### src/hdl/rfre_pkg.sv
// Shared types and constants for the RIP/RIPng frame route extractor.
// Used by every module of the block; depends on nothing.
package rfre_pkg;

    // Default limits.
    localparam int MAX_FRAME_BYTES_DEF = 2048;
    localparam int QUEUE_DEPTH_DEF     = 4;

    // Frame layout.
    localparam int ENTRY_BYTES = 20;
    localparam int ENTRY_BASE  = 46;
    localparam int OFF_ETHERTYPE_VER = 14;
    localparam int OFF_SRC_FIRST  = 26;
    localparam int OFF_DST_LAST   = 33;
    localparam int OFF_V4_LEN_HI  = 38;
    localparam int OFF_V4_LEN_LO  = 39;
    localparam int OFF_V4_CMD     = 42;
    localparam int OFF_V4_VER     = 43;
    localparam int OFF_V4_HDR     = 57;
    localparam int OFF_NG_LEN_HI  = 58;
    localparam int OFF_NG_LEN_LO  = 59;
    localparam int OFF_NG_CMD     = 62;
    localparam int OFF_NG_HDR     = 65;

    // Result kinds.
    localparam logic [2:0] KIND_HEADER = 3'd0;
    localparam logic [2:0] KIND_V4     = 3'd1;
    localparam logic [2:0] KIND_NG     = 3'd2;
    localparam logic [2:0] KIND_AUTH   = 3'd3;
    localparam logic [2:0] KIND_END    = 3'd4;

    // Authentication modes.
    localparam logic [1:0] AUTH_NONE   = 2'd0;
    localparam logic [1:0] AUTH_SIMPLE = 2'd1;
    localparam logic [1:0] AUTH_MD5    = 2'd2;
    localparam logic [1:0] AUTH_OTHER  = 2'd3;

    // One result item, all fields but the run mark.
    typedef struct packed {
        logic [2:0]  kind;
        logic [7:0]  command;
        logic [7:0]  version;
        logic [1:0]  auth_type;
        logic [15:0] family;
        logic [15:0] route_tag;
        logic [63:0] addr_hi;
        logic [63:0] addr_lo;
        logic [63:0] mask_hop;
        logic [31:0] metric;
        logic [7:0]  prefix_len;
    } res_t;

    // Work record from the parser to the output side for one byte.
    typedef struct packed {
        logic has_data;
        logic frame_end;
        res_t row;
    } rec_t;

endpackage

### src/hdl/rfre_front.sv
// Byte parser: offset tracking, field capture, entry assembly and result build.
// Depends on rfre_pkg.
module rfre_front
    import rfre_pkg::*;
#(
    parameter int MAX_FRAME_BYTES = MAX_FRAME_BYTES_DEF
)
(
    input  logic       clk,
    input  logic       rst_n,
    input  logic       byte_valid,
    input  logic [7:0] byte_value,
    input  logic       frame_end,
    input  logic       push_ok,
    output logic       push,
    output rec_t       push_rec
);

    localparam int OFF_W = $clog2(MAX_FRAME_BYTES + 1);
    localparam int CMP_W = ((OFF_W > 16) ? OFF_W : 16) + 2;
    localparam int IDX_W = $clog2(ENTRY_BYTES);

    logic [OFF_W-1:0]  off_reg, off_next;
    logic [OFF_W-1:0]  ebase_reg, ebase_next;
    logic [IDX_W-1:0]  idx_reg, idx_next;
    logic              ipv4_reg, ipv4_next;
    logic [15:0]       len_reg, len_next;
    logic [7:0]        cmd_reg, cmd_next;
    logic [7:0]        ver_reg, ver_next;
    logic [1:0]        auth_reg, auth_next;
    logic [63:0]       sd_reg, sd_next;
    logic [7:0]        buf_reg [ENTRY_BYTES];
    logic [7:0]        cur [ENTRY_BYTES];

    logic              take, in_range, in_entry, entry_last, ipv4_now;
    logic              hdr_v4, hdr_ng, ent_ok;
    logic [1:0]        auth_new;
    logic [2:0]        ent_kind;
    logic [CMP_W-1:0]  eb, ln;
    rec_t              rec;

    assign take = byte_valid && push_ok;

    // Decode the current byte against the frame layout.
    always_comb
    begin
        in_range = off_reg < OFF_W'(MAX_FRAME_BYTES);
        in_entry = off_reg >= OFF_W'(ENTRY_BASE);
        ipv4_now = (off_reg == OFF_W'(OFF_ETHERTYPE_VER)) ? (byte_value[7:4] == 4'd4)
                                                          : ipv4_reg;
        for (int i = 0; i < ENTRY_BYTES; i++)
        begin
            cur[i] = (in_entry && idx_reg == IDX_W'(i)) ? byte_value : buf_reg[i];
        end
        entry_last = in_entry && (idx_reg == IDX_W'(ENTRY_BYTES - 1));
        hdr_v4 = in_range && ipv4_now && (off_reg == OFF_W'(OFF_V4_HDR));
        hdr_ng = in_range && !ipv4_now && (off_reg == OFF_W'(OFF_NG_HDR));

        // Authentication type from the first entry.
        auth_new = AUTH_NONE;
        if (ver_reg == 8'd2 && cur[0] == 8'hFF && cur[1] == 8'hFF)
        begin
            if (cur[2] == 8'd0 && cur[3] == 8'd2)
                auth_new = AUTH_SIMPLE;
            else if (cur[2] == 8'd0 && cur[3] == 8'd3)
                auth_new = AUTH_MD5;
            else
                auth_new = AUTH_OTHER;
        end

        // Entry bounds against the UDP length.
        eb = CMP_W'(ebase_reg);
        ln = CMP_W'(len_reg);
        ent_ok = 1'b0;
        ent_kind = KIND_V4;
        if (in_range && entry_last)
        begin
            if (ipv4_now)
            begin
                if (ver_reg == 8'd1)
                    ent_ok = (eb + CMP_W'(12)) < ln;
                else if (ver_reg == 8'd2 && ebase_reg != '0)
                begin
                    if (auth_reg == AUTH_SIMPLE)
                        ent_ok = (eb + CMP_W'(32)) <= ln;
                    else if (auth_reg == AUTH_MD5)
                    begin
                        ent_ok = (eb + CMP_W'(12)) < ln;
                        if (cur[0] == 8'hFF && cur[1] == 8'hFF)
                            ent_kind = KIND_AUTH;
                    end
                end
            end
            else if (ebase_reg != '0)
            begin
                ent_ok = eb < (ln + CMP_W'(8));
                ent_kind = KIND_NG;
            end
        end
    end

    // Build the record for this byte.
    always_comb
    begin
        rec = '0;
        rec.frame_end = frame_end;
        rec.row.command = cmd_reg;
        rec.row.version = ipv4_now ? ver_reg : 8'd0;
        rec.row.auth_type = auth_reg;
        if (hdr_v4)
        begin
            rec.has_data = 1'b1;
            rec.row.kind = KIND_HEADER;
            rec.row.auth_type = auth_new;
            rec.row.addr_hi = {32'd0, sd_reg[63:32]};
            rec.row.addr_lo = {32'd0, sd_reg[31:0]};
            if (auth_new == AUTH_MD5)
            begin
                rec.row.family = {cur[4], cur[5]};
                rec.row.route_tag = {8'd0, cur[7]};
                rec.row.prefix_len = cur[6];
                rec.row.metric = {cur[8], cur[9], cur[10], cur[11]};
            end
        end
        else if (hdr_ng)
        begin
            rec.has_data = 1'b1;
            rec.row.kind = KIND_HEADER;
        end
        else if (ent_ok)
        begin
            rec.has_data = 1'b1;
            rec.row.kind = ent_kind;
            case (ent_kind)
                KIND_V4:
                begin
                    rec.row.family = {cur[0], cur[1]};
                    rec.row.route_tag = {cur[2], cur[3]};
                    rec.row.addr_lo = {32'd0, cur[4], cur[5], cur[6], cur[7]};
                    rec.row.mask_hop = {cur[8], cur[9], cur[10], cur[11],
                                        cur[12], cur[13], cur[14], cur[15]};
                    rec.row.metric = {cur[16], cur[17], cur[18], cur[19]};
                end
                KIND_AUTH:
                begin
                    rec.row.family = {cur[0], cur[1]};
                    rec.row.route_tag = {cur[2], cur[3]};
                    rec.row.addr_hi = {cur[4], cur[5], cur[6], cur[7],
                                       cur[8], cur[9], cur[10], cur[11]};
                    rec.row.addr_lo = {cur[12], cur[13], cur[14], cur[15],
                                       cur[16], cur[17], cur[18], cur[19]};
                end
                default:
                begin
                    rec.row.addr_hi = {cur[0], cur[1], cur[2], cur[3],
                                       cur[4], cur[5], cur[6], cur[7]};
                    rec.row.addr_lo = {cur[8], cur[9], cur[10], cur[11],
                                       cur[12], cur[13], cur[14], cur[15]};
                    rec.row.route_tag = {cur[16], cur[17]};
                    rec.row.prefix_len = cur[18];
                    rec.row.metric = {24'd0, cur[19]};
                end
            endcase
        end
    end

    assign push = take && (rec.has_data || rec.frame_end);
    assign push_rec = rec;

    // Next-state logic for the parse context.
    always_comb
    begin
        off_next = off_reg;
        ebase_next = ebase_reg;
        idx_next = idx_reg;
        ipv4_next = ipv4_reg;
        len_next = len_reg;
        cmd_next = cmd_reg;
        ver_next = ver_reg;
        auth_next = auth_reg;
        sd_next = sd_reg;
        if (take)
        begin
            if (in_range)
            begin
                off_next = off_reg + OFF_W'(1);
                ipv4_next = ipv4_now;
                if (ipv4_now)
                begin
                    if (off_reg >= OFF_W'(OFF_SRC_FIRST) && off_reg <= OFF_W'(OFF_DST_LAST))
                        sd_next = {sd_reg[55:0], byte_value};
                    else if (off_reg == OFF_W'(OFF_V4_LEN_HI))
                        len_next = {byte_value, 8'd0};
                    else if (off_reg == OFF_W'(OFF_V4_LEN_LO))
                        len_next = {len_reg[15:8], byte_value};
                    else if (off_reg == OFF_W'(OFF_V4_CMD))
                        cmd_next = byte_value;
                    else if (off_reg == OFF_W'(OFF_V4_VER))
                        ver_next = byte_value;
                end
                else
                begin
                    if (off_reg == OFF_W'(OFF_NG_LEN_HI))
                        len_next = {byte_value, 8'd0};
                    else if (off_reg == OFF_W'(OFF_NG_LEN_LO))
                        len_next = {len_reg[15:8], byte_value};
                    else if (off_reg == OFF_W'(OFF_NG_CMD))
                        cmd_next = byte_value;
                end
                if (hdr_v4)
                    auth_next = auth_new;
                if (in_entry)
                begin
                    idx_next = entry_last ? '0 : idx_reg + IDX_W'(1);
                    if (entry_last)
                        ebase_next = ebase_reg + OFF_W'(ENTRY_BYTES);
                end
            end
            if (frame_end)
            begin
                off_next = '0;
                ebase_next = '0;
                idx_next = '0;
                ipv4_next = 1'b0;
                len_next = '0;
                cmd_next = '0;
                ver_next = '0;
                auth_next = AUTH_NONE;
                sd_next = '0;
            end
        end
    end

    // Parse context registers.
    always_ff @(posedge clk or negedge rst_n)
    begin
        if (!rst_n)
        begin
            off_reg <= '0;
            ebase_reg <= '0;
            idx_reg <= '0;
            ipv4_reg <= 1'b0;
            len_reg <= '0;
            cmd_reg <= '0;
            ver_reg <= '0;
            auth_reg <= AUTH_NONE;
            sd_reg <= '0;
        end
        else
        begin
            off_reg <= off_next;
            ebase_reg <= ebase_next;
            idx_reg <= idx_next;
            ipv4_reg <= ipv4_next;
            len_reg <= len_next;
            cmd_reg <= cmd_next;
            ver_reg <= ver_next;
            auth_reg <= auth_next;
            sd_reg <= sd_next;
        end
    end

    // Entry byte buffer, filled cyclically from the first entry byte.
    always_ff @(posedge clk)
    begin
        if (take && in_range && in_entry)
            buf_reg[idx_reg] <= byte_value;
    end

endmodule

### src/hdl/rfre_queue.sv
// Short record queue between the byte parser and the output side.
// Depends on rfre_pkg.
module rfre_queue
    import rfre_pkg::*;
#(
    parameter int DEPTH = QUEUE_DEPTH_DEF
)
(
    input  logic clk,
    input  logic rst_n,
    input  logic push,
    input  rec_t push_rec,
    output logic full,
    input  logic pop,
    output logic not_empty,
    output rec_t head
);

    localparam int PTR_W = (DEPTH > 1) ? $clog2(DEPTH) : 1;
    localparam int CNT_W = $clog2(DEPTH + 1);

    rec_t             slot_reg [DEPTH];
    logic [PTR_W-1:0] wr_reg, wr_next, rd_reg, rd_next;
    logic [CNT_W-1:0] cnt_reg, cnt_next;

    assign full = cnt_reg == CNT_W'(DEPTH);
    assign not_empty = cnt_reg != '0;
    assign head = slot_reg[rd_reg];

    // Pointer and fill count update.
    always_comb
    begin
        wr_next = wr_reg;
        rd_next = rd_reg;
        cnt_next = cnt_reg;
        if (push)
            wr_next = (wr_reg == PTR_W'(DEPTH - 1)) ? '0 : wr_reg + PTR_W'(1);
        if (pop)
            rd_next = (rd_reg == PTR_W'(DEPTH - 1)) ? '0 : rd_reg + PTR_W'(1);
        if (push && !pop)
            cnt_next = cnt_reg + CNT_W'(1);
        else if (pop && !push)
            cnt_next = cnt_reg - CNT_W'(1);
    end

    always_ff @(posedge clk or negedge rst_n)
    begin
        if (!rst_n)
        begin
            wr_reg <= '0;
            rd_reg <= '0;
            cnt_reg <= '0;
        end
        else
        begin
            wr_reg <= wr_next;
            rd_reg <= rd_next;
            cnt_reg <= cnt_next;
        end
    end

    // Record storage.
    always_ff @(posedge clk)
    begin
        if (push)
            slot_reg[wr_reg] <= push_rec;
    end

endmodule

### src/hdl/rfre_back.sv
// Output side: splits each record into its result beats and holds the output register.
// Depends on rfre_pkg.
module rfre_back
    import rfre_pkg::*;
(
    input  logic clk,
    input  logic rst_n,
    input  logic not_empty,
    input  rec_t head,
    output logic pop,
    output logic out_valid,
    input  logic out_ready,
    output res_t out_row,
    output logic out_last
);

    logic valid_reg, valid_next;
    logic phase_reg, phase_next;
    logic last_reg, last_next;
    res_t row_reg, row_next;
    logic load;

    assign load = not_empty && (!valid_reg || out_ready);

    // Pick the next beat from the queue head.
    always_comb
    begin
        valid_next = valid_reg && !out_ready;
        phase_next = phase_reg;
        last_next = last_reg;
        row_next = row_reg;
        pop = 1'b0;
        if (load)
        begin
            valid_next = 1'b1;
            if (head.has_data && !phase_reg)
            begin
                row_next = head.row;
                last_next = !head.frame_end;
                if (head.frame_end)
                    phase_next = 1'b1;
                else
                    pop = 1'b1;
            end
            else
            begin
                row_next = '0;
                row_next.kind = KIND_END;
                last_next = 1'b1;
                phase_next = 1'b0;
                pop = 1'b1;
            end
        end
    end

    always_ff @(posedge clk or negedge rst_n)
    begin
        if (!rst_n)
        begin
            valid_reg <= 1'b0;
            phase_reg <= 1'b0;
        end
        else
        begin
            valid_reg <= valid_next;
            phase_reg <= phase_next;
        end
    end

    // Output payload register.
    always_ff @(posedge clk)
    begin
        row_reg <= row_next;
        last_reg <= last_next;
    end

    assign out_valid = valid_reg;
    assign out_row = row_reg;
    assign out_last = last_reg;

endmodule

### src/hdl/rip_frame_route_extractor.sv
// RIP/RIPng frame route extractor: takes an untagged Ethernet frame one byte per beat
// and reports a header result followed by one result per route entry that passes the
// version and length checks, plus a frame-end result. The parser takes one byte every
// cycle while the record queue is not full. A byte yields at most two beats (a data
// result and the frame-end result); the output side sends one beat per cycle while
// m_tready is high, so a byte that carries both needs an extra beat there, absorbed by
// a record queue of QUEUE_DEPTH entries between the parser and the output register.
// Depends on rfre_pkg, rfre_front, rfre_queue and rfre_back.
module rip_frame_route_extractor
    import rfre_pkg::*;
#(
    parameter int MAX_FRAME_BYTES = MAX_FRAME_BYTES_DEF,
    parameter int QUEUE_DEPTH     = QUEUE_DEPTH_DEF
)
(
    input  logic         clk,
    input  logic         rst_n,
    input  logic         s_tvalid,
    output logic         s_tready,
    input  logic [7:0]   s_tdata,   // byte_value[7:0]
    input  logic         s_tlast,   // frame_end
    output logic         m_tvalid,
    input  logic         m_tready,
    // command[7:0], version[15:8], auth_type[17:16], family[33:18], route_tag[49:34],
    // addr_hi[113:50], addr_lo[177:114], mask_hop[241:178], metric[273:242],
    // prefix_len[281:274], zero fill[287:282]
    output logic [287:0] m_tdata,
    output logic [2:0]   m_tuser,   // kind[2:0]
    output logic         m_tlast    // last_of_run
);

    logic push, full, pop, not_empty;
    rec_t push_rec, head;
    res_t row;

    assign s_tready = !full;

    rfre_front #(
        .MAX_FRAME_BYTES (MAX_FRAME_BYTES)
    ) u_front (
        .clk        (clk),
        .rst_n      (rst_n),
        .byte_valid (s_tvalid),
        .byte_value (s_tdata),
        .frame_end  (s_tlast),
        .push_ok    (!full),
        .push       (push),
        .push_rec   (push_rec)
    );

    rfre_queue #(
        .DEPTH (QUEUE_DEPTH)
    ) u_queue (
        .clk       (clk),
        .rst_n     (rst_n),
        .push      (push),
        .push_rec  (push_rec),
        .full      (full),
        .pop       (pop),
        .not_empty (not_empty),
        .head      (head)
    );

    rfre_back u_back (
        .clk       (clk),
        .rst_n     (rst_n),
        .not_empty (not_empty),
        .head      (head),
        .pop       (pop),
        .out_valid (m_tvalid),
        .out_ready (m_tready),
        .out_row   (row),
        .out_last  (m_tlast)
    );

    // Pack the result fields onto the stream.
    assign m_tuser = row.kind;
    assign m_tdata = {6'd0, row.prefix_len, row.metric, row.mask_hop, row.addr_lo,
                      row.addr_hi, row.route_tag, row.family, row.auth_type,
                      row.version, row.command};

endmodule

### config.mk
export PLATFORM = sky130hd
export DESIGN_NAME = rip_frame_route_extractor
export DESIGN_NICKNAME = d
export VERILOG_FILES = /design/src/hdl/rfre_pkg.sv /design/src/hdl/rfre_front.sv /design/src/hdl/rfre_queue.sv /design/src/hdl/rfre_back.sv /design/src/hdl/rip_frame_route_extractor.sv
export SDC_FILE = /design/constraint.sdc
export NUM_CORES = 2
export LEC_CHECK = 0
export BUFFER_PORTS_ARGS = -buffer_cell sky130_fd_sc_hd__buf_4
export CAP_MARGIN = 20
export CORE_MARGIN = 4
export CORE_UTILIZATION = 24
export CTS_CLUSTER_SIZE = 14
export DETAILED_ROUTE_END_ITERATION = 16
export GPL_TIMING_DRIVEN = 0
export SYNTH_ARGS = -nofsm -noshare
export SYNTH_HDL_FRONTEND = slang
export SYNTH_HIERARCHICAL = 1
export SYNTH_SLANG_ARGS = --single-unit
### constraint.sdc
create_clock -name clk -period 10.3 [get_ports clk]
set_clock_uncertainty 0.05 [all_clocks]
set_input_delay 2.06 -clock clk [delete_from_list [all_inputs] [get_ports clk]]
set_output_delay 2.06 -clock clk [all_outputs]
set_load 0.1 [all_outputs]
## Yosys cells after proc, flatten, opt, wreduce, memory -nomap -nowiden

Memories as Yosys holds them, arrays and structs flattened.
Index checks and enable logic that the tools add are counted.

| storage, ports and cells | value |
|---|---|
| RAM bits | 1308 |
| memories kept | 2 |
| register bits after elaboration | 423 |
| bits of input ports | 13 |

Memory list:

| memory | words | width | read ports | clocked after Yosys merged registers in | wr ports | line | RTL |
|---|---|---|---|---|---|---|---|
| u_queue.slot_reg | 4 | 287 | 1 | 0 | 1 | rfre_queue.sv:22 | `rec_t slot_reg [DEPTH];` |
| u_front.buf_reg | 20 | 8 | 20 | 0 | 1 | rfre_front.sv:32 | `logic [7:0] buf_reg [ENTRY_BYTES];` |

| operators by class | value |
|---|---|
| add/subtract/negate cells | 10 |
| muxes and demuxes | 119 |
| reductions and logical operators | 75 |
| order comparisons | 7 |
| equality and inequality tests | 57 |

Operators by type and width:

| operator | count |
|---|---|
| $mux 264 | 2 |
| $mux 64 | 6 |
| $mux 8 | 42 |
| $pmux 64 s2 | 2 |
| $mux 160 | 1 |
| $mux 16 | 8 |
| $eq 12x6->1 const B | 8 |
| $mux 40 | 2 |
| $mux 12 | 6 |
| $pmux 32 s2 | 1 |
| $logic_and 1x1->1 | 41 |
| $eq 5x4->1 const B | 8 |
| $mux 3 | 11 |
| $mux 32 | 1 |
| $eq 8x2->1 const B | 3 |
| $mux 1 | 24 |
| $eq 5x3->1 const B | 4 |
| $eq 5x5->1 const B | 4 |
| $mux 5 | 4 |
| $le 18x16->1 | 1 |
| $lt 12x18->1 | 1 |
| $lt 18x16->1 | 1 |
| $mux 2 | 9 |
| $add 16x4->17 const B | 1 |
| 44 further kinds | 77 |

## Logic depth before layout (Yosys ltp)

| logic depth | value |
|---|---|
| depth in word-level cells | 18 |
| mapped depth | 21 |
| depth with buffers taken out | 19 |

## Modules after synthesis

Netlist, hierarchy kept.

By module, submodules not included:

| module | sequential area each (um2) | area an instance (um2) | cells an instance | times used |
|---|---|---|---|---|
| rfre_queue | 34648.2 | 41821.4 | 1536 | 1 |
| rfre_front | 7957.6 | 17842.1 | 1885 | 1 |
| rfre_back | 8638.3 | 11054.4 | 614 | 1 |
| rip_frame_route_extractor | 0.0 | 52.6 | 8 | 1 |

## Worst setup path before layout

OpenSTA, ideal clock, no wires.

| path | value |
|---|---|
| kind | input port to flip-flop |
| from | input port s_tdata[4] |
| to | memory u_queue/slot_reg[2][0] (netlist bit), enable pin |
| stages on the path | 9 |
| setup slack | -1314 ps |
| data required time | 9566 ps |
| buffers on the path | 3 |
| arrival time | 10881 ps |
| path through | clkbuf_1 -> nor4b_1 -> mux2i_1 -> nor4_1 -> clkbuf_1 -> clkbuf_1 -> a21oi_1 -> a31oi_1 -> and2_1 |

| between the ends | value |
|---|---|
| word-level cells in the longest chain between the ends | 11 |
| elaborated cells between the ends (all ways) | 16 |

RTL lines:

| item | line | RTL |
|---|---|---|
| start: declaration | rip_frame_route_extractor.sv:20 | `input logic [7:0] s_tdata,` |
| $eq 4x3->1 (*) | rfre_front.sv:49 | `ipv4_now = (off_reg == OFF_W'(OFF_ETHERTYPE_VER)) ? (byte_value[7:4] == 4'd4)` |
| $mux 1 (*) | rfre_front.sv:49 |  |
| $mux 1 / $logic_not 1->1 (equally long branches) | rfre_front.sv:78, rfre_front.sv:57 |  |
| $mux 1 / $logic_and 1x1->1 (equally long branches) | rfre_front.sv:76, rfre_front.sv:57 |  |
| $mux 1 / $logic_and 1x1->1 (equally long branches) | rfre_front.sv:130, rfre_front.sv:57 |  |
| $mux 1 | rfre_front.sv:125 | `else if (hdr_ng)` |
| $mux 1 (*) | rfre_front.sv:110 | `if (hdr_v4)` |
| $logic_or 1x1->1 (*) | rfre_front.sv:167 | `assign push = take && (rec.has_data \|\| rec.frame_end);` |
| $logic_and 1x1->1 (*) | rfre_front.sv:167 |  |
| net push | rip_frame_route_extractor.sv:32 | `logic push, full, pop, not_empty;` |
| $mux 1 (*) | rfre_queue.sv:65 | `if (push)` |
| $mux 1 (not written as such) (*) | rfre_queue.sv:66 | `slot_reg[wr_reg] <= push_rec;` |
| end: declaration | rfre_queue.sv:22 |  |

Mark *: on every way through the listed nets, which the timed path passes. The rest lies on a longest branch.

## Worst setup path in the final report

| path | value |
|---|---|
| from | input port s_tdata[6] |
| to | memory u_queue/slot_reg[2][85] (netlist bit), enable pin |

The elaborated chain is that of the path after synthesis.

==> metrics.txt <==
die width 551 um; number of flops mapped to enable cells by yosys ~1.6k; fin crit share 80.4%; status completed; Clock transition at path regs about 60 ps; pre-CTS setup slack 1250 ps; Post CTS Setup Buffer Count 0; nets@finish approximately 4.7k; vias in the first global route 39.6k; Critical Path End Type flip-flop; sequential area share after synthesis 72.4%; Critical Path Fanout Max between 50 and 60; fillcell total slightly below 30k; Cells after Synth 4043; DRT iter0 DRCs 4496; Top Layer Used met5; DR vias 40.3k; mux contribution to synthesized area 11.9%; CP max stage delay between 900 and 1000 ps; core area a little under 0.3 mm^2; fmax 121 MHz; Finish-stage setup viols 0; largest family of logic cells by synthesized area multiplexers; Mapped Avg Cell Area between 15 and 20 um^2; Hold/Removal Path Class flip-flop to flip-flop; io pins 307; Placement Rows slightly below 200; synth cell count leaders 1594 x edfxtp_1, 287 x mux4_2, 254 x nor2_1; WL met3 about 22 mm; count leader, synth edfxtp_1; CTS root buffer clkbuf_16; distinct cell type count after synthesis roughly 80; Slew Viols, Final 0; post-DP HPWL 166 mm; TritonCTS Buffers 183; Period minus WS final around 8300 ps; area delta synth->final 19.9%; Post-Synth XOR/XNOR Area 0.483%; Leak 29.4 nW; placed instance area just under 0.08 mm^2; critical path type primary input to flip-flop; Post-route DRC 0; CTS sink cnt 1729; CP cell instances buf_4 > clkbuf_1 > nor4b_1 > mux2i_1 > nor4_1 > clkbuf_1 > clkbuf_1 > a21oi_1 > a31oi_1 > and2_4 > buf_16 > buf_16 > buf_16; CTS tree yes; area leader, netlist edfxtp_1; Worst EP required 10700 ps; Compound-Gate Fraction of Synth Area 3.89%; vias per std cell 4.64; post-route design area 0.0849 mm^2; asr flop ratio synth 7.81%; largest net degree at the start of global routing 122; worst r2r src u_front/ebase_reg[4]; global-route wire length before repair 314 mm; synthesized-area fraction occupied by and/or/nand/nor cells 7.99%; Worst setup startpoint s_tdata[6]; mapped cell area about 0.071 mm^2; fin worst setup slack 2020 ps; multi-input combinational cell area 0.0179 mm^2; initial antenna violation count 27; VDD IR max 0.265 mV; slowest cell on the critical path a31oi_1; Die Ht approximately 550 um; post-synth top area share 67.6%; layout cells sized above 1 25.8%; Worst-Margin Slew 1300 ps; max FFs per register between 1k and 1.5k; Max Root-Sink Buffers 4; Adder-Cell Fraction of Synth Area 0.912%; RSZ-0062 raised after global routing false; Worst slew margin around 11%; buffers and inverters on the worst path 7; Synth area leaders edfxtp_1 68%, mux4_2 9.1%, dfrtp_1 4.8%, and2_1 1.8%, mux2i_1 1.7%; Yosys reg bits 1729; # resized after CTS 0; H-tree depth reported by CTS 4; power density cells 295 mW/mm^2; Critical Path Source Type primary input; WL met2 104 mm; cts hold-fix bufs 0; DRT met1 WL 94.9 mm; CP delay by family, top buffers and inverters; drt first pass iters 6; Yosys warnings 6; Primary FF master, synth edfxtp_1; port buffer count 299; final hold vios 0; Hold Startpoint u_front/sd_reg[61]; Initial Util approximately a quarter; post-route ant nets 0; GRT Resource Usage Total 14.6%; gr ovfl total 0; Post-Route WL 229 mm; Reg area between 0.05 and 0.06 mm^2; die area 0.304 mm^2; gpl congestion 0.963; crit path DAT 8690 ps; Avg WL per Cell 26.5 um; clock latency on the worst-skew pair 850 ps; Max-cap violations 0
layer usage:
metal / track usage [%] / up-vias
met5: 0 / -
met4: 5.16 / 10
met3: 4.04 / 420
met2: 22.6 / 1935
met1: 19.7 / 20900
li1: - / 16900
layout make-up:
| type | instances | share of cell area, % |
|---|---|---|
| Sequential cell | 1729 | 60.4 |
| Tap cell | 3919 | 5.78 |
| Clock buffer | 227 | 5.64 |
| Inverter | 42 | 0.195 |
| Antenna cell | 12 | 0.0354 |
| Buffer | 273 | 1.82 |
| Timing Repair Buffer | 369 | 3.91 |
| Clock inverter | 93 | 1.16 |
| Multi-Input combinational cell | 2004 | 21.1 |
layout by cell type (no fill, tap or decap), drive strengths merged, types with 15 or more instances in the layout:
cell    netlist  routed
dfrtp       135     135
bufinv        0      15
and2        298     298
a221oi       29      29
clkbuf      138     365
nand4        67      67
o22ai        19      19
o21ai        78      78
nand2       218     218
o32ai        40      40
mux2         63      63
ha           50      50
a22o         30      30
mux4        287     287
and3         43      43
or3          18      18
o22a         53      53
nand3        31      31
edfxtp     1594    1594
nor2b        33      33
clkinv        1      62
xnor2        21      21
xor2         18      18
nand2b       17      17
nor3         31      31
a21oi        58      58
buf         135     503
inv          41      52
mux2i       124     124
nor2        257     257
path summary, 6_finish.rpt:
kind | to | slack, ps | depth (start not counted)
min in group asynchronous | u_front/ebase_reg[7] | 1100 | 1
max in group asynchronous | u_front/sd_reg[41] | 8090 | 2
setup reg to reg | u_queue/slot_reg[2][85] | 3150 | 16
hold / removal | u_front/sd_reg[61] | 430 | 2
setup / recovery | u_queue/slot_reg[2][85] | 2020 | 13
hold reg to reg | u_front/sd_reg[61] | 430 | 2
stage by stage:
step	std cells	total power (W)	utilization (%)	hold WS [ps]	setup TNS, ps
2_1_floorplan	4048	0.0163	-	389	0
3_3_place_gp	8266	0.0191	26.5	412	-4201240
3_5_place_dp	8334	0.0190	26.9	411	0
4_1_cts	8654	0.0255	28.9	423	0
5_1_grt	8657	0.0261	28.9	449	0
6_report	8668	0.0251	28.9	428	0
worst min-delay path, stage by stage, from the launching register on:
cell	delay (ps)
dfrtp_1	340
nand2_1	50
nand2_1	50
kinds of logic (layout without fill, tap and decap cells):
group / after synthesis / in the layout
xor gates and xnor gates: 39 / 39
muxes: 474 / 474
AOI/OAI and AO/OA: 381 / 381
buffers and inverters: 315 / 1004
DFF: 1729 / 1729
other: 2 / 19
and+or+nand+nor: 1052 / 1052
adders and majority gates: 51 / 51
power by group:
group | internal, W | leakage, nW | switching [W]
registers | 0.00895 | 17.0 | 0.000341
clock network | 0.00369 | 2.80 | 0.00274
logic | 0.00260 | 9.59 | 0.00674
total | 0.0152 | 29.4 | 0.00983
Note: power is estimated with default switching activity, not from simulation.
